`src/hdl/cau_pkg.sv`:
```
// shared types and constants of the complex arithmetic unit
// no dependencies
package cau_pkg;

  localparam int DW  = 32;
  localparam int FB  = 16;
  localparam int PW  = 2 * DW;
  localparam int VW  = 2 * DW + 2;
  localparam int DNW = 2 * DW;
  localparam int QB  = DW + 1;
  localparam int RW  = DNW + QB;

  typedef enum logic [2:0] {
    OP_ADD  = 3'd0,
    OP_SUB  = 3'd1,
    OP_MUL  = 3'd2,
    OP_DIV  = 3'd3,
    OP_CONJ = 3'd4,
    OP_NEG  = 3'd5,
    OP_EQ   = 3'd6
  } op_t;

  typedef struct packed {
    logic [2:0]           op;
    logic signed [DW-1:0] a_re;
    logic signed [DW-1:0] a_im;
    logic signed [DW-1:0] b_re;
    logic signed [DW-1:0] b_im;
  } cau_cmd_t;

  typedef struct packed {
    logic signed [DW-1:0] res_re;
    logic signed [DW-1:0] res_im;
    logic                 is_equal;
    logic                 div_by_zero;
    logic                 saturated;
  } cau_res_t;

  typedef struct packed {
    op_t                  op;
    logic                 dz;
    logic                 eq;
    logic                 re_neg;
    logic                 im_neg;
    logic                 re_big;
    logic                 im_big;
    logic signed [VW-1:0] re_v;
    logic signed [VW-1:0] im_v;
    logic [DNW-1:0]       den;
    logic [RW-1:0]        re_rem;
    logic [RW-1:0]        im_rem;
    logic [QB-1:0]        re_q;
    logic [QB-1:0]        im_q;
  } cau_stage_t;

endpackage

```
`src/hdl/cau_div_cell.sv`:
```
// one restoring divider cell: one quotient bit for each part per item
// depends on cau_pkg
module cau_div_cell import cau_pkg::*; (
  input  logic       clk,
  input  logic       rst,
  input  logic       en,
  input  logic       in_vld,
  input  cau_stage_t in,
  output logic       out_vld,
  output cau_stage_t out
);

  logic [RW-1:0] dsh;
  logic          ge_re, ge_im;
  logic [RW-1:0] rre, rim;
  cau_stage_t    out_next;

  always_comb begin
    dsh             = RW'(in.den) << (QB - 1);
    ge_re           = in.re_rem >= dsh;
    ge_im           = in.im_rem >= dsh;
    rre             = ge_re ? (in.re_rem - dsh) : in.re_rem;
    rim             = ge_im ? (in.im_rem - dsh) : in.im_rem;
    out_next        = in;
    out_next.re_rem = rre << 1;
    out_next.im_rem = rim << 1;
    out_next.re_q   = {in.re_q[QB-2:0], ge_re};
    out_next.im_q   = {in.im_q[QB-2:0], ge_im};
  end

  always_ff @(posedge clk) begin
    if (rst) begin
      out_vld <= 1'b0;
    end else if (en) begin
      out_vld <= in_vld;
    end
  end

  always_ff @(posedge clk) begin
    if (en) begin
      out <= out_next;
    end
  end

endmodule

```
`config.mk`:
```
export PLATFORM = sky130hd
export DESIGN_NAME = cau_div_cell
export DESIGN_NICKNAME = d
export VERILOG_FILES = /design/src/hdl/cau_pkg.sv /design/src/hdl/cau_div_cell.sv
export SDC_FILE = /design/constraint.sdc
export NUM_CORES = 1
export LEC_CHECK = 0
export BUFFER_PORTS_ARGS = -buffer_cell sky130_fd_sc_hd__buf_2
export CAP_MARGIN = 20
export CORE_AREA = 2 2 361 363
export DETAILED_ROUTE_END_ITERATION = 16
export DIE_AREA = 0 0 363 365
export PLACE_DENSITY = 0.37
export SLEW_MARGIN = 10
export SYNTH_ARGS = -nofsm -noshare
export SYNTH_HDL_FRONTEND = slang
export SYNTH_SLANG_ARGS = --single-unit
export TNS_END_PERCENT = 5
```
`constraint.sdc`:
```
create_clock -name clk -period 3.1 [get_ports clk]
set_clock_uncertainty 0.15 [all_clocks]
set_input_delay 0 -clock clk [delete_from_list [all_inputs] [get_ports clk]]
set_output_delay 0 -clock clk [all_outputs]
set_load 0.005 [all_outputs]
```
-- After elaboration in Yosys (flattened, before gate mapping)
Cells that the tools add are included.
- multipliers: 0
- shift operators: 0
- add/subtract/negate cells: 2
- eq/ne operators: 0
- multiplexer cells: 2
- $lt $le $gt $ge: 2
- bitwise operators: 0
- reduce and logical (&&, ||, !) cells: 0
- div/mod/pow operators: 0
- operator list (operator ; number):
    greater-or-equal comparator 97 x 96 -> 1 bit ; 2
    two-way mux 96 bit ; 2
    subtractor 96 bit ; 2
- latch bits: 0
- bits in writable memories: 0
- register bits after elaboration: 464
- memories: 0
- bits in read-only memories: 0
- logic and storage cells: 21

-- Depth between registers and ports, before layout
- depth in word-level cells: 2
- gate-level depth with buffers: 15
- depth with buffers taken out: 13

-- Worst setup path before layout
No wires, ideal clock.
- kind: input port to flip-flop
- from: input port in[282] (netlist bit)
- to: register out[115] (netlist bit) (data pin)
- data arrival time: 2.806 ns
- setup slack: -0.116 ns
- data required time: 2.690 ns
- cell stages on the path: 15
- path buffers: 3
- cells stage by stage: inv_1 -> ha_1 -> buf_6 -> a21o_1 -> a21oi_2 -> o21ai_1 -> a21bo_1 -> or3_1 -> a31o_1 -> a31o_4 -> a311oi_4 -> o21ai_2 -> buf_6 -> buf_6 -> mux2_4
- cells in the longest elaborated chain, start to end: 2
- ends and longest elaborated chain (element ; RTL line ; RTL):
    from (decl) ; cau_div_cell.sv:8 ; input cau_stage_t in,
    greater-or-equal comparator 97 x 96 -> 1 bit ; cau_div_cell.sv:21 ; ge_im = in.im_rem >= dsh;
    two-way mux 96 bit ; cau_div_cell.sv:23 ; rim = ge_im ? (in.im_rem - dsh) : in.im_rem;
    via rim[48] ; cau_div_cell.sv:15 ; logic [RW-1:0] rre, rim;
    to (signal assigned) ; cau_div_cell.sv:41 ; out <= out_next;
    to (decl) ; cau_div_cell.sv:10 ; output cau_stage_t out
The timed path passes the listed nets, and every way through them passes these cells.
A chain may end at the register's enable or synchronous reset.

-- Final worst setup path
- from: input port in[262] (netlist bit)
- to: register out[111] (netlist bit) (data pin)
- cells in the longest elaborated chain, start to end: 2
- ends and longest elaborated chain (element ; RTL line):
    subtractor 96 bit or greater-or-equal comparator 97 x 96 -> 1 bit (tied branches) ; cau_div_cell.sv:23, cau_div_cell.sv:21
    two-way mux 96 bit (*) ; cau_div_cell.sv:23
    via rim[44] ; cau_div_cell.sv:15
Mark *: on every way through the listed nets, which the timed path passes. The rest lies on a longest branch.

==> impl_summary.md <==
Status
The run finished, with violations left. The checks that failed: hold timing.

Placement
The count of buffers added on input and output ports is between 900 and 1000. Routability-driven placement finished with a final weighted congestion of 0.9054. The total cell area at the placement stage is 34540 µm². After legalization and detailed placement, the total HPWL measured around 110000 µm.

Timing
Of the available clock period, the critical path in the final layout requires 99.36%. The achievable frequency is around 320 MHz. The smallest clock period supported by the final layout is computed as 3.080 ns. Setup violations remaining at the end of the flow were counted as 0.

The transition time at the pin with the least slew margin is 0.5668 ns. The hold violation total from the final report is 29. The max-slew headroom at the worst pin is 61.68%. The count of final max-slew check failures is 0.

Hold timing on the final database bottoms out at a slack of -0.6608 ns. The final sum of negative setup slack is 0 ns. Setup repair after global routing could not meet its margin everywhere.

Final layout
The library cell used most frequently in the layout, excluding fill and tap cells, is sky130_fd_sc_hd__buf_2. The multi-input combinational cells in the finished layout cover a total of 9444 µm². The fill cell total of the finished layout is approximately 13000. The post-route cell area is roughly 45000 µm². For this run, the post-layout net count is a little under 5000. Compared with the post-synthesis result, the final layout area differs by 89.88%.

The post-route netlist has 39.99% of its cells at a drive strength greater than 1. The top cell types in the final layout, fill and taps aside, are 929 x sky130_fd_sc_hd__buf_2, 792 x sky130_fd_sc_hd__dlygate4sd3_1, 533 x sky130_fd_sc_hd__buf_4. Across the whole layout, storage elements account for 13920 µm².

Critical path
By startpoint and endpoint, the worst setup path is classified as primary input to flip-flop. Along the worst path, the maximum fanout reaches 6. STA classifies the critical path endpoint as a flip-flop. The worst setup path is launched from a primary input. The arrival time at the worst endpoint is 3.34 ns.

For the worst setup path, the data required time is ~3.4 ns.

Routing
Summing over every cut layer, the via total after detailed routing is 25106. The routed via count divided by cell count is 4.203. In this run the remaining antenna-violating nets after routing total 0. The iteration-0 DRC count of the detailed router is 1445. The wire length per cell after detailed routing is around 24 µm. The wire length reported by the detailed router is 143500 µm. The first detailed-routing pass took 5 iterations.

The final routed DRC violation total is 0.

Floorplan
The chip width is 363 µm. The I/O pin count is 935. The die is roughly 370 µm tall. After floorplanning, the core was sized to cover approximately 130000 µm². Row generation in the floorplan step produced between 100 and 150 rows. The die covers 132500 µm². The starting density of the core is 18.45%.

Power and ir drop
Summed over all cells, the static leakage comes to 19.80 nW. The worst supply voltage drop on vdd is ~0.44 mV. The power density over the cells is 472.9 nW/µm².

Synth
A synthesized cell averages between 10 and 15 µm². The number of enable flip-flop cells after synthesis is 463. The count of synthesis-stage warnings from yosys is 0. For this run, the register share of the synthesized area comes to 58.66%.

In this run the cell area of the synthesized design comes to ~24000 µm². The number of instances in the synthesized netlist is a little under 2000. The share of async-settable or async-resettable flops after synthesis is 0%. For this run, the leading register cell type out of synthesis is sky130_fd_sc_hd__edfxtp_1.

After synthesis, the netlist uses 76 different library cells. The flip-flop and latch count after synthesis is 464.

Clocking
Counting every sink on the clock net gives about 460. Clock-pin slew was measured on the worst setup and hold paths at approximately 0.06 ns. The number of clock buffers added by TritonCTS is 60. The H-tree depth reported by CTS is 2. The clock tree from TritonCTS is built. The clock reaches the later pin of the worst-skew pair after 0.66 ns. CTS placed an instance of sky130_fd_sc_hd__clkbuf_16 at the clock tree root.

The maximum count of clock buffers along a single path is 3.

GRT
The first global-routing pass estimated 193100 µm of wire. For this run the aggregate overflow at the end of global routing stands at 0. The number of global-route vias before repair was ~26000. The number of antenna violations at the first check in global routing was 37. Entering global routing, the biggest net connects 80 pins. In the global route stage, overall resource usage came out at 20.52%.

Worst hold path
The worst hold-check path type is primary input to flip-flop.

Run
Across the run, the number of max-cap violations was 0.
[state kept, by name (all words and copies together) (netlist names)]
name	cells
out_vld	1
out	463
[power by group]
group,leakage (nW),switching [mW],internal (mW),total [mW]
Clock,0.992,3.13,4.31,7.44
Sequential,4.54,0.198,7.69,7.88
Combinational,14.3,2.95,3.04,5.99
[worst max-delay path, stage by stage]
cell	delay, ns
sky130_fd_sc_hd__buf_2	0.11
sky130_fd_sc_hd__inv_2	0.06
sky130_fd_sc_hd__ha_4	0.27
sky130_fd_sc_hd__buf_4	0.09
sky130_fd_sc_hd__o211ai_1	0.09
sky130_fd_sc_hd__a21o_4	0.23
sky130_fd_sc_hd__a21oi_4	0.18
sky130_fd_sc_hd__o21ai_2	0.09
sky130_fd_sc_hd__buf_6	0.13
sky130_fd_sc_hd__a211o_1	0.35
sky130_fd_sc_hd__a21oi_2	0.21
sky130_fd_sc_hd__buf_6	0.16
sky130_fd_sc_hd__a31o_4	0.21
sky130_fd_sc_hd__a311oi_4	0.11
sky130_fd_sc_hd__o21ai_4	0.17
sky130_fd_sc_hd__buf_12	0.15
sky130_fd_sc_hd__buf_16	0.16
sky130_fd_sc_hd__clkbuf_16	0.19
sky130_fd_sc_hd__mux2_2	0.33
[Yosys cell counts (7+ instances only)]
library cell,n,area (µm²)
sky130_fd_sc_hd__a211oi_1,10,75.07
sky130_fd_sc_hd__a21o_1,52,390.4
sky130_fd_sc_hd__a21oi_1,213,1066
sky130_fd_sc_hd__a31oi_1,10,62.56
sky130_fd_sc_hd__and3_1,13,81.33
sky130_fd_sc_hd__buf_6,7,78.83
sky130_fd_sc_hd__clkbuf_1,59,221.5
sky130_fd_sc_hd__edfxtp_1,463,13900
sky130_fd_sc_hd__ha_1,128,1602
sky130_fd_sc_hd__inv_1,112,420.4
sky130_fd_sc_hd__mux2_2,18,202.7
sky130_fd_sc_hd__mux2_4,46,690.7
sky130_fd_sc_hd__nand2_1,129,484.2
sky130_fd_sc_hd__nand2b_1,11,68.82
sky130_fd_sc_hd__nand3_1,36,180.2
sky130_fd_sc_hd__nand4_1,47,294.0
sky130_fd_sc_hd__nor2_1,144,540.5
sky130_fd_sc_hd__nor2b_1,16,100.1
sky130_fd_sc_hd__nor3_1,30,150.1
sky130_fd_sc_hd__nor3b_1,7,52.55
sky130_fd_sc_hd__nor4_1,19,118.9
sky130_fd_sc_hd__o211ai_1,9,67.56
sky130_fd_sc_hd__o21a_1,12,90.09
sky130_fd_sc_hd__o21ai_0,104,520.5
sky130_fd_sc_hd__o21bai_1,32,240.2
sky130_fd_sc_hd__o31ai_1,10,75.07
sky130_fd_sc_hd__or3_1,9,56.30
sky130_fd_sc_hd__xnor2_1,70,613.1
sky130_fd_sc_hd__xor2_1,42,367.9
[layout make-up]
cell class                 count  area share, %
antenna                       19         0.1055
clock buffer                  66          3.381
clock inverter                42          1.155
inverter                     113         0.9689
multi-input combinational   1314          20.96
sequential                   464          30.89
tap                         1675          4.650
timing repair buffer        2280          37.89
[per-layer routing]
| metal | vias up | wire length, µm | track usage [%] |
|---|---|---|---|
| met3 | 230 | 9284 | 5.298 |
| met5 | - | 266 | 0 |
| met4 | 42 | 6885 | 8.982 |
| met2 | 712 | 71150 | 36.36 |
| li1 | 11962 | - | - |
| met1 | 12160 | 55920 | 23.16 |
[final timing paths]
path / startpoint / end / slack [ns] / cells past startpoint
hold / removal: in[264] / out[264]$_DFFE_PP_ / -0.66 / 1
hold reg to reg: out_vld$_SDFFE_PP0P_ / out_vld$_SDFFE_PP0P_ / 0.88 / 3
setup / recovery: in[262] / out[111]$_DFFE_PP_ / 0.02 / 19
setup reg to reg: out_vld$_SDFFE_PP0P_ / out_vld$_SDFFE_PP0P_ / 1.83 / 3
[cell families after synthesis]
family	Yosys count	synth area share [%]
AND/OR/NAND/NOR	484	9.700
flip-flops	464	58.66
XOR/XNOR	112	4.133
adder cells (fa/ha/maj)	130	6.916
multiplexers	68	3.933
buffers and inverters	187	3.226
other	1	0.01580
AO/OA/AOI/OAI	518	13.42
[per-stage QoR]
stage / worst slack, ns / power [mW] / util [%] / instances
2_1_floorplan: -0.09788 / 9.906 / - / 1965
3_3_place_gp: -1.298 / 13.11 / 26.85 / 5042
3_5_place_dp: -1.381 / 13.06 / 26.85 / 5042
4_1_cts: -0.09703 / 21.53 / 34.48 / 5923
5_1_grt: -0.04445 / 22.28 / 35.00 / 5958
6_report: 0.01981 / 21.31 / 35.03 / 5973
[what timing repair did]
item | CTS | global route
gates cloned | 0 | 2
hold buffers | 773 | 21
pin swaps | 2 | 20
buffers inserted | 0 | 9
gates resized for setup | 8 | 63
setup endpoints to repair | 29 | 115
hold endpoints to repair | 812 | 42
Note: power is estimated with default switching activity, not from simulation.
