<file path="src/hdl/cau_pkg.sv">
// shared types and constants of the complex arithmetic unit
// no dependencies
package cau_pkg;

  localparam int DW  = 32;
  localparam int FB  = 16;
  localparam int PW  = 2 * DW;
  localparam int VW  = 2 * DW + 2;
  localparam int DNW = 2 * DW;
  localparam int QB  = DW + 1;
  localparam int RW  = DNW + QB;

  typedef enum logic [2:0] {
    OP_ADD  = 3'd0,
    OP_SUB  = 3'd1,
    OP_MUL  = 3'd2,
    OP_DIV  = 3'd3,
    OP_CONJ = 3'd4,
    OP_NEG  = 3'd5,
    OP_EQ   = 3'd6
  } op_t;

  typedef struct packed {
    logic [2:0]           op;
    logic signed [DW-1:0] a_re;
    logic signed [DW-1:0] a_im;
    logic signed [DW-1:0] b_re;
    logic signed [DW-1:0] b_im;
  } cau_cmd_t;

  typedef struct packed {
    logic signed [DW-1:0] res_re;
    logic signed [DW-1:0] res_im;
    logic                 is_equal;
    logic                 div_by_zero;
    logic                 saturated;
  } cau_res_t;

  typedef struct packed {
    op_t                  op;
    logic                 dz;
    logic                 eq;
    logic                 re_neg;
    logic                 im_neg;
    logic                 re_big;
    logic                 im_big;
    logic signed [VW-1:0] re_v;
    logic signed [VW-1:0] im_v;
    logic [DNW-1:0]       den;
    logic [RW-1:0]        re_rem;
    logic [RW-1:0]        im_rem;
    logic [QB-1:0]        re_q;
    logic [QB-1:0]        im_q;
  } cau_stage_t;

endpackage

</file>
<file path="src/hdl/cau_back.sv">
// back end: sign of quotients, saturation and flags into the output register
// depends on cau_pkg
module cau_back import cau_pkg::*; (
  input  logic       clk,
  input  logic       rst,
  input  logic       en,
  input  logic       in_vld,
  input  cau_stage_t in,
  output logic       out_vld,
  output cau_res_t   out
);

  localparam logic [DW-1:0] SMAX = {1'b0, {(DW-1){1'b1}}};
  localparam logic [DW-1:0] SMIN = {1'b1, {(DW-1){1'b0}}};

  logic                 have, is_div;
  logic signed [VW-1:0] vre, vim;
  logic                 big_re, big_im;
  logic [DW-1:0]        ore, oim;
  logic                 sre, sim;
  cau_res_t             out_next;

  function automatic logic [DW:0] clamp(input logic signed [VW-1:0] v, input logic big);
    logic fits;
    fits = (&v[VW-1:DW-1]) || (~|v[VW-1:DW-1]);
    if (big || !fits) begin
      return {1'b1, (v[VW-1] ? SMIN : SMAX)};
    end
    return {1'b0, v[DW-1:0]};
  endfunction

  always_comb begin
    is_div = in.op == OP_DIV;
    have   = (in.op == OP_ADD) || (in.op == OP_SUB) || (in.op == OP_MUL) ||
             (in.op == OP_CONJ) || (in.op == OP_NEG) || (is_div && !in.dz);
    vre    = in.re_v;
    vim    = in.im_v;
    big_re = 1'b0;
    big_im = 1'b0;
    if (is_div) begin
      vre    = in.re_neg ? -$signed(VW'(in.re_q)) : $signed(VW'(in.re_q));
      vim    = in.im_neg ? -$signed(VW'(in.im_q)) : $signed(VW'(in.im_q));
      big_re = in.re_big;
      big_im = in.im_big;
      if (big_re) vre[VW-1] = in.re_neg;
      if (big_im) vim[VW-1] = in.im_neg;
    end
    {sre, ore} = clamp(vre, big_re);
    {sim, oim} = clamp(vim, big_im);
    out_next             = '0;
    out_next.is_equal    = (in.op == OP_EQ) && in.eq;
    out_next.div_by_zero = is_div && in.dz;
    if (have) begin
      out_next.res_re    = ore;
      out_next.res_im    = oim;
      out_next.saturated = sre || sim;
    end
  end

  always_ff @(posedge clk) begin
    if (rst) begin
      out_vld <= 1'b0;
    end else if (en) begin
      out_vld <= in_vld;
    end
  end

  always_ff @(posedge clk) begin
    if (en) begin
      out <= out_next;
    end
  end

endmodule

</file>
<file path="config.mk">
export PLATFORM = sky130hd
export DESIGN_NAME = cau_back
export DESIGN_NICKNAME = d
export VERILOG_FILES = /design/src/hdl/cau_pkg.sv /design/src/hdl/cau_back.sv
export SDC_FILE = /design/constraint.sdc
export NUM_CORES = 1
export LEC_CHECK = 0
export ABC_AREA = 1
export BUFFER_PORTS_ARGS = -buffer_cell sky130_fd_sc_hd__buf_2
export CAP_MARGIN = 15
export CORE_AREA = 2 2 210 212
export DETAILED_ROUTE_END_ITERATION = 12
export DIE_AREA = 0 0 212 214
export GPL_ROUTABILITY_DRIVEN = 0
export MAX_ROUTING_LAYER = met4
export PLACE_DENSITY = 0.47
export REMOVE_ABC_BUFFERS = 1
export SETUP_SLACK_MARGIN = 0.02
export SYNTH_ARGS = -nofsm -noshare
export SYNTH_HDL_FRONTEND = slang
export SYNTH_SLANG_ARGS = --single-unit
</file>
<file path="constraint.sdc">
create_clock -name clk -period 3.1 [get_ports clk]
set_clock_uncertainty 0.1 [all_clocks]
set_input_delay 0.31 -clock clk [delete_from_list [all_inputs] [get_ports clk]]
set_output_delay 0.31 -clock clk [all_outputs]
set_load 0.01 [all_outputs]
</file>
# After elaboration in Yosys (flattened, before gate mapping)
# Index checks and enable logic that the tools add are counted.
[word_totals]
register_bits = 68
output_inout_bits = 68
[classes]
muxes = 16
eq_ne = 6
n_reduce_logical = 23
addsub = 2
[ops]
columns = ["operator", "count"]
rows = [
  ["$mux W66", 4],
  ["$mux W33", 4],
  ["$neg A33 Y66", 2],
  ["$reduce_and A35 Y1", 2],
  ["$reduce_or A35 Y1", 2],
  ["$mux W32", 2],
  ["$logic_or A1 B1 Y1", 10],
  ["$eq A3 B3 Y1 const B", 3],
  ["$eq A3 B2 Y1 const B", 2],
  ["$mux W1", 6],
  ["$logic_not A1 Y1", 5],
  ["$eq A3 B1 Y1 const B", 1],
  ["$logic_and A1 B1 Y1", 3],
  ["$logic_not A3 Y1", 1],
]

# Logic depth before layout (Yosys ltp)
# Gate-level depths: netlist of the first run.
[depth]
word_depth = 12
depth_mapped = 22

# Least setup slack after synthesis of the first run
# OpenSTA, ideal clock, no wires.
[synth_path]
path_type = "in2reg"
startpoint = "in in[54] (netlist name)"
endpoint = "reg out[36] (netlist name) (data pin)"
slack_ns = 0.347
setup_ns = 0.270
path_stages = 21
n_path_buf = 1
arrival_ns = 2.382
cell_sequence = "nor2_1 -> nand2_1 -> nor4_1 -> nand4_1 -> nor2_1 -> ha_1 -> nand2_1 -> o21ai_0 -> o21ai_0 -> nand2_1 -> nor2_1 -> nand2_1 -> nor2_1 -> nand3_1 -> nor2_1 -> nand2_1 -> nand2_4 -> nand2_2 -> nand2_4 -> buf_6 -> a21oi_1"
[synth_via]
elab_chain_cells = 11
elab_cells_between_ends = 14
cone_classes = "add/sub (1); mux (7); reduce/logical (6)"
[synth_rtl]
columns = ["item", "line_no", "text"]
rows = [
  ["from (decl)", "cau_back.sv:8", "input cau_stage_t in,"],
  ["$neg A33 Y66 (*)", "cau_back.sv:41", "vre = in.re_neg ? -$signed(VW'(in.re_q)) : $signed(VW'(in.re_q));"],
  ["$mux W66 (*)", "cau_back.sv:41", ""],
  ["$mux W1", "cau_back.sv:45", "if (big_re) vre[VW-1] = in.re_neg;"],
  ["$mux W66 (*)", "cau_back.sv:40", "if (is_div) begin"],
  ["$reduce_or A35 Y1", "cau_back.sv:25", "fits = (&v[VW-1:DW-1]) || (~|v[VW-1:DW-1]);"],
  ["$logic_not A1 Y1", "cau_back.sv:25", ""],
  ["$logic_or A1 B1 Y1", "cau_back.sv:25", ""],
  ["$logic_not A1 Y1", "cau_back.sv:26", "if (big || !fits) begin"],
  ["$logic_or A1 B1 Y1", "cau_back.sv:26", ""],
  ["$mux W1", "cau_back.sv:26", ""],
  ["$mux W33 (*)", "cau_back.sv:29", "return {1'b0, v[DW-1:0]};"],
  ["to (signal assigned)", "cau_back.sv:70", "out <= out_next;"],
  ["to (decl)", "cau_back.sv:10", "output cau_res_t out"],
]
# Every way passes the cells marked *; elsewhere a longest branch is shown, timed or not. The select of a mux whose other input is x is not followed.
# A chain may end at the register's enable or synchronous reset.

# Worst setup path in the final report of the first run
[layout_path]
startpoint = "in in[44] (netlist name)"
endpoint = "reg out[43] (netlist name) (data pin)"
# The elaborated chain is that of the path after synthesis.

==> out/results.tsv, run 1 <==
metric	value	unit
status	finished, final reports clean	
synth_cell_type_count	43	
drive_above_1_share	0.334	
cts.sinks	68	
setup_ws	209	ps
grt_usage	0.148	
path_clk_slew	60	ps
nets	1946	
dieHeight	214	µm
synth-edff-count	67	
hold_end	out_vld	
final_core_util	0.240	
drv_slew	0	
die_w	212	µm
preCtsSetupSlack	-331	ps
yosys_warnings	0	
grt.overflow.total	0	
startpoint	in[44]	
cts.path.max_buffers	2	
reg2reg_depth	2	
p_leak	4.82	nW
critPathKind	in2reg	
ys_ff_latch	68	
r2r-end	out_vld	
ys_seq_area_frac	0.289	
num_vias	8718	
io_buffers	278	
clock_latency	350	ps
numCtsBuffers	9	
cts_tree	built	
reg2reg_slack	2420	ps
io_pins	537	
p_per_area	311	nW/µm²
synth_flop_cell	edfxtp_1	
async_flop_share	0	
required	3080	ps
relSlewSlack	0.314	
period_needed	2890	ps
grt_pass1_vias	8201	
grt_start_max_net_pins	87	
antenna_left	0	
start_kind	input port	
viasPerCell	4.19	
drv_cap	0	
core_area	42900	µm²
avgSynthCellArea	6.35	µm²
hpwl	26900	µm
synthCells	1108	
syn-cell-area	7030	µm²
die-area	45400	µm²
fin_crit_sh	0.933	
drtIter0Drc	634	
whs	99.7	ps
finalWirelength	33400	µm
instances_no_fill	2079	
worstReg2RegStart	out_vld	
hold_viol	0	
fmaxAchievable	346	MHz
hp-class	in2reg	
dp_cells	2044	
h-tree-depth	3	
setup_viol_count_final	0	
grt_first_pass_wirelength	48800	µm
ir_drop	0.203	mV
end_kind	register	
min_path_cells	3	
first_pass_iters	6	
start_util	0.164	
wl_per_cell	16.0	µm
std_cell_rows	76	
critPathArrivalTime	2880	ps
drcViolationCount	0	
area_delta_synth_final	46.2	%
worst-path-max-fanout	21	
cts_root_buf	clkbuf_16	
worstMarginPinSlew	1030	ps
worstHoldStart	in_vld	
antenna_found_initial	19	
## routing by layer
layer	up-vias	GRT usage	wire, µm
met5	-	-	0
li1	4391	-	-
met1	3889	0.219	17000
met2	402	0.186	12400
met3	36	0.0406	3370
met4	0	0.0538	639
## kinds of logic after synthesis
family | Yosys count | synth area share
simple gates | 648 | 0.398
fa+ha+maj | 6 | 0.0107
buf+inv | 162 | 0.107
compound gates | 189 | 0.151
flops | 68 | 0.289
xor+xnor | 34 | 0.0423
mux | 1 | 0.00142
## layout make-up
class / count / area [µm²]
fill: 4900 / 32600
clock inverter: 6 / 56.3
multi-input combinational: 878 / 4310
timing repair buffer: 409 / 2480
inverter: 105 / 394
clock buffer: 9 / 225
sequential: 68 / 2030
tap: 585 / 732
antenna: 19 / 47.5
## critical path, stage by stage
cell and delay, ps:
buf_2 120, nor2_1 140, nand2_1 130, nor3_2 180, nand2_2 160, nor2_2 150
ha_1 230, nand2_1 60, o21ai_0 80, o21ai_1 160, nand2_1 60, nor2_1 90
nand2_1 50, nor2_1 100, nand3_1 80, nor2_1 110, nand2_1 90, nand2_4 100
nand2_2 80, nand2_4 110, buf_12 160, a21oi_1 90
## how the worst max path moves through the flow
stage,endpoint,slack [ps],cells after the start
floorplan,out[35],-2910,13
global placement,out[52],-350,22
detailed placement,out[63],-330,22
CTS,out[43],60,22
global route,out[47],-4,22
finish,out[43],210,22
## report_power, final
part / leakage, nW / total (mW) / internal, mW / switching [mW]
Combinational: 4.03 / 0.978 / 0.408 / 0.570
Clock: 0.130 / 1.08 / 0.611 / 0.465
Sequential: 0.658 / 1.14 / 1.12 / 0.0247
Total: 4.82 / 3.20 / 2.14 / 1.06
## cell usage after synthesis, types with 9 or more instances
cell	number	area (µm²)
nand4_1	9	56.3
o21ai_0	81	405
a21oi_2	11	96.3
nor2_1	147	552
nand3_1	102	510
xor2_1	34	298
buf_2	13	65.1
nand2_1	323	1210
o31ai_1	9	67.6
buf_6	10	113
clkbuf_1	25	93.8
inv_2	9	33.8
inv_1	96	360
a21oi_1	71	355
nor3_1	22	110
edfxtp_1	67	2010
## registers in the layout, indices dropped and copies added, names as in the netlist
name and cells:
out 67, out_vld 1
## placed cells by master, fill, tap and decap left out, types with 2 or more instances in the layout
cell / n
a21oi_1: 70
a21oi_2: 11
a2bb2oi_1: 2
a31oi_1: 3
buf_12: 8
buf_2: 277
buf_4: 123
clkbuf_16: 9
clkinv_1: 3
clkinvlp_4: 2
diode_2: 19
edfxtp_1: 67
ha_1: 6
inv_1: 96
inv_2: 9
nand2_1: 321
nand2_2: 10
nand2_4: 6
nand3_1: 101
nand3_2: 6
nand3b_1: 2
nand4_1: 9
nor2_1: 143
nor2_2: 11
nor2_4: 4
nor3_1: 21
nor3_2: 3
nor4_1: 2
o21ai_0: 80
o21ai_1: 4
o31ai_1: 9
or2_2: 5
xor2_1: 34
## through the flow
stage | power, mW | area (µm²) | TNS, ps
after floorplan | 1.60 | 6670 | -171450
after global placement | 2.13 | 9900 | -12660
after detailed placement | 2.13 | 9900 | -13640
after CTS | 3.24 | 10200 | 0
after global routing | 3.38 | 10300 | -3.51
final | 3.20 | 10300 | 0
## timing repair
action	4_1_cts	5_1_grt
endpoints found under the hold margin	1	0
endpoints found under the setup margin	0	62
buffers inserted	0	0
hold buffers	1	0
gates resized for setup	0	11
No activity file was read; power rests on OpenSTA's default activity.
==> inputs of run 2 (changes only) <==
--- a/config.mk
+++ b/config.mk
@@ -8,14 +8,15 @@
 export ABC_AREA = 1
 export BUFFER_PORTS_ARGS = -buffer_cell sky130_fd_sc_hd__buf_2
 export CAP_MARGIN = 15
-export CORE_AREA = 2 2 210 212
+export CORE_AREA = 2 2 208 210
 export DETAILED_ROUTE_END_ITERATION = 12
-export DIE_AREA = 0 0 212 214
+export DIE_AREA = 0 0 210 212
 export GPL_ROUTABILITY_DRIVEN = 0
 export MAX_ROUTING_LAYER = met4
 export PLACE_DENSITY = 0.47
 export REMOVE_ABC_BUFFERS = 1
 export SETUP_SLACK_MARGIN = 0.02
+export SLEW_MARGIN = 30
 export SYNTH_ARGS = -nofsm -noshare
 export SYNTH_HDL_FRONTEND = slang
 export SYNTH_SLANG_ARGS = --single-unit
==> run 2 against run 1 <==
Sequential share of layout area is 0.92 points lower. Die area down 1.9%. Critical path depth grew 1. Sequential power is essentially flat. Combinational power is 5% higher. Fmax is 0.50% lower. Highest routed layer unchanged. Count of clock-buffer cells in the layout unchanged. Register-to-register slack hardly changed. Utilization increased by 1.4 points. Via count grew 1.3%. Power about the same. Largest power group unchanged.
==> out/results.tsv, run 2 (synthesized netlist as in run 1, its figures left out) <==
metric	value	unit
status	finished, final reports clean	
clock_latency	350	ps
setup_viol_count_final	0	
final_core_util	0.254	
grt_pass1_vias	8468	
fmaxAchievable	344	MHz
cts.sinks	68	
drive_above_1_share	0.374	
startpoint	in[34]	
cts_tree	built	
reg_top3	out x67, out_vld x1	
end_kind	register	
preCtsSetupSlack	-429	ps
start_util	0.165	
hp-class	in2reg	
regMostFlops	out	
worstMarginPinSlew	726	ps
relSlewSlack	0.516	
grt_setup_unrepaired	true	
finalWirelength	34100	µm
io_buffers	278	
antenna_left	0	
first_pass_iters	5	
instances_no_fill	2082	
worstReg2RegStart	out_vld	
largest_reg_flops	67	
period_needed	2910	ps
ir_drop	0.241	mV
required	3110	ps
hpwl	27700	µm
num_vias	8828	
core_area	42500	µm²
path_clk_slew	60	ps
fin_crit_sh	0.937	
grt_usage	0.153	
cp_common_cell	nand2_1	
crit_chain	buf_2 -> inv_1 -> ha_1 -> nand2_1 -> nor2_2 -> nand2_2 -> nor2_2 -> ha_1 -> nand2_1 -> o21ai_1 -> o21ai_1 -> nand2_1 -> nor2_1 -> nand2_1 -> nor2_1 -> nand3_1 -> nor2_1 -> nand2_1 -> nand2_4 -> nand2_4 -> nand2_8 -> clkbuf_16 -> a21oi_2	
cts.path.max_buffers	2	
std_cell_rows	76	
crit_path_max_incr_delay	230	ps
fillers	4745	
drv_cap	0	
cts_root_buf	clkbuf_16	
worst-path-max-fanout	6	
viasPerCell	4.24	
numCtsBuffers	9	
drcViolationCount	0	
drv_slew	0	
total_power	3.20	mW
critPathArrivalTime	2910	ps
area_delta_synth_final	53.4	%
critPathKind	in2reg	
cp_slowest_cell	ha_1	
antenna_found_initial	17	
drtIter0Drc	587	
die-area	44500	µm²
final_cell_area	10800	µm²
worstHoldStart	in_vld	
final_common_cell	nand2_1	
setup_ws	194	ps
grt_start_max_net_pins	69	
dp_cells	2036	
grt.overflow.total	0	
nets	1989	
hold_viol	0	
io_pins	537	
dieHeight	212	µm
h-tree-depth	3	
p_per_area	296	nW/µm²
die_w	210	µm
most-common-layout-cells	nand2_1 (319), buf_2 (273), buf_4 (160)	
grt_first_pass_wirelength	49900	µm
start_kind	input port	
p_leak	5.08	nW
dpl-instance-area	10100	µm²
wl_per_cell	16.4	µm
run 2: cell types whose count changed in the layout (fill, tap and decap cells not counted), moves of 3 or more:
cell,previous run,this run
a21oi_1,70,51
a21oi_2,11,29
buf_2,277,273
buf_4,123,160
buf_6,0,5
clkinv_2,0,3
nor2_1,143,140
nor2_4,4,8
run 2: routing by layer:
layer / vias to the layer above / GRT usage / routed length, µm
met2: 373 / 0.193 / 12700
met1: 3961 / 0.231 / 17800
met3: 22 / 0.0387 / 3200
li1: 4472 / - / -
met4: 0 / 0.0470 / 496
met5: - / - / 0
run 2: report_power, final:
group	leakage (nW)	total, mW	switching, mW	internal (mW)
combinational	4.29	1.03	0.591	0.444
clock	0.133	1.02	0.478	0.538
sequential	0.658	1.15	0.0292	1.12
total	5.08	3.20	1.10	2.10
run 2: worst paths after layout:
kind / slack, ps / endpoint / cells past startpoint
max: 190 / out[39] / 23
min: 100 / out_vld / 3
max reg2reg: 2420 / out_vld / 2
min reg2reg: 390 / out_vld / 2
run 2: final cells by class:
| class | count | area (µm²) | area share |
|---|---|---|---|
| tap | 546 | 683 | 0.0633 |
| antenna | 17 | 42.5 | 0.00394 |
| multi-input combinational | 878 | 4470 | 0.414 |
| clock buffer | 9 | 225 | 0.0209 |
| clock inverter | 7 | 43.8 | 0.00406 |
| timing repair buffer | 452 | 2900 | 0.269 |
| inverter | 105 | 394 | 0.0365 |
| sequential | 68 | 2030 | 0.188 |
run 2: timing repair:
item / 4_1_cts / 5_1_grt
pin swaps: 1 / 21
cloned: 0 / 3
setup endpoints to repair: 31 / 45
resized for setup: 2 / 57
hold buffers: 1 / 0
setup buffers: 1 / 8
hold endpoints to repair: 1 / 0
run 2: metrics by stage:
stage	setup TNS [ps]	hold slack (ps)
after floorplan	-171450	282
after global placement	-18740	366
after detailed placement	-15390	370
after CTS	0	78.1
after global routing	-289	107
final	0	101
run 2: worst max-delay path, delay by kind of cell:
kind	cells	cell delay (ps)
simple gates	15	1550
fa+ha+maj	2	390
compound gates	3	300
buf+inv	3	360
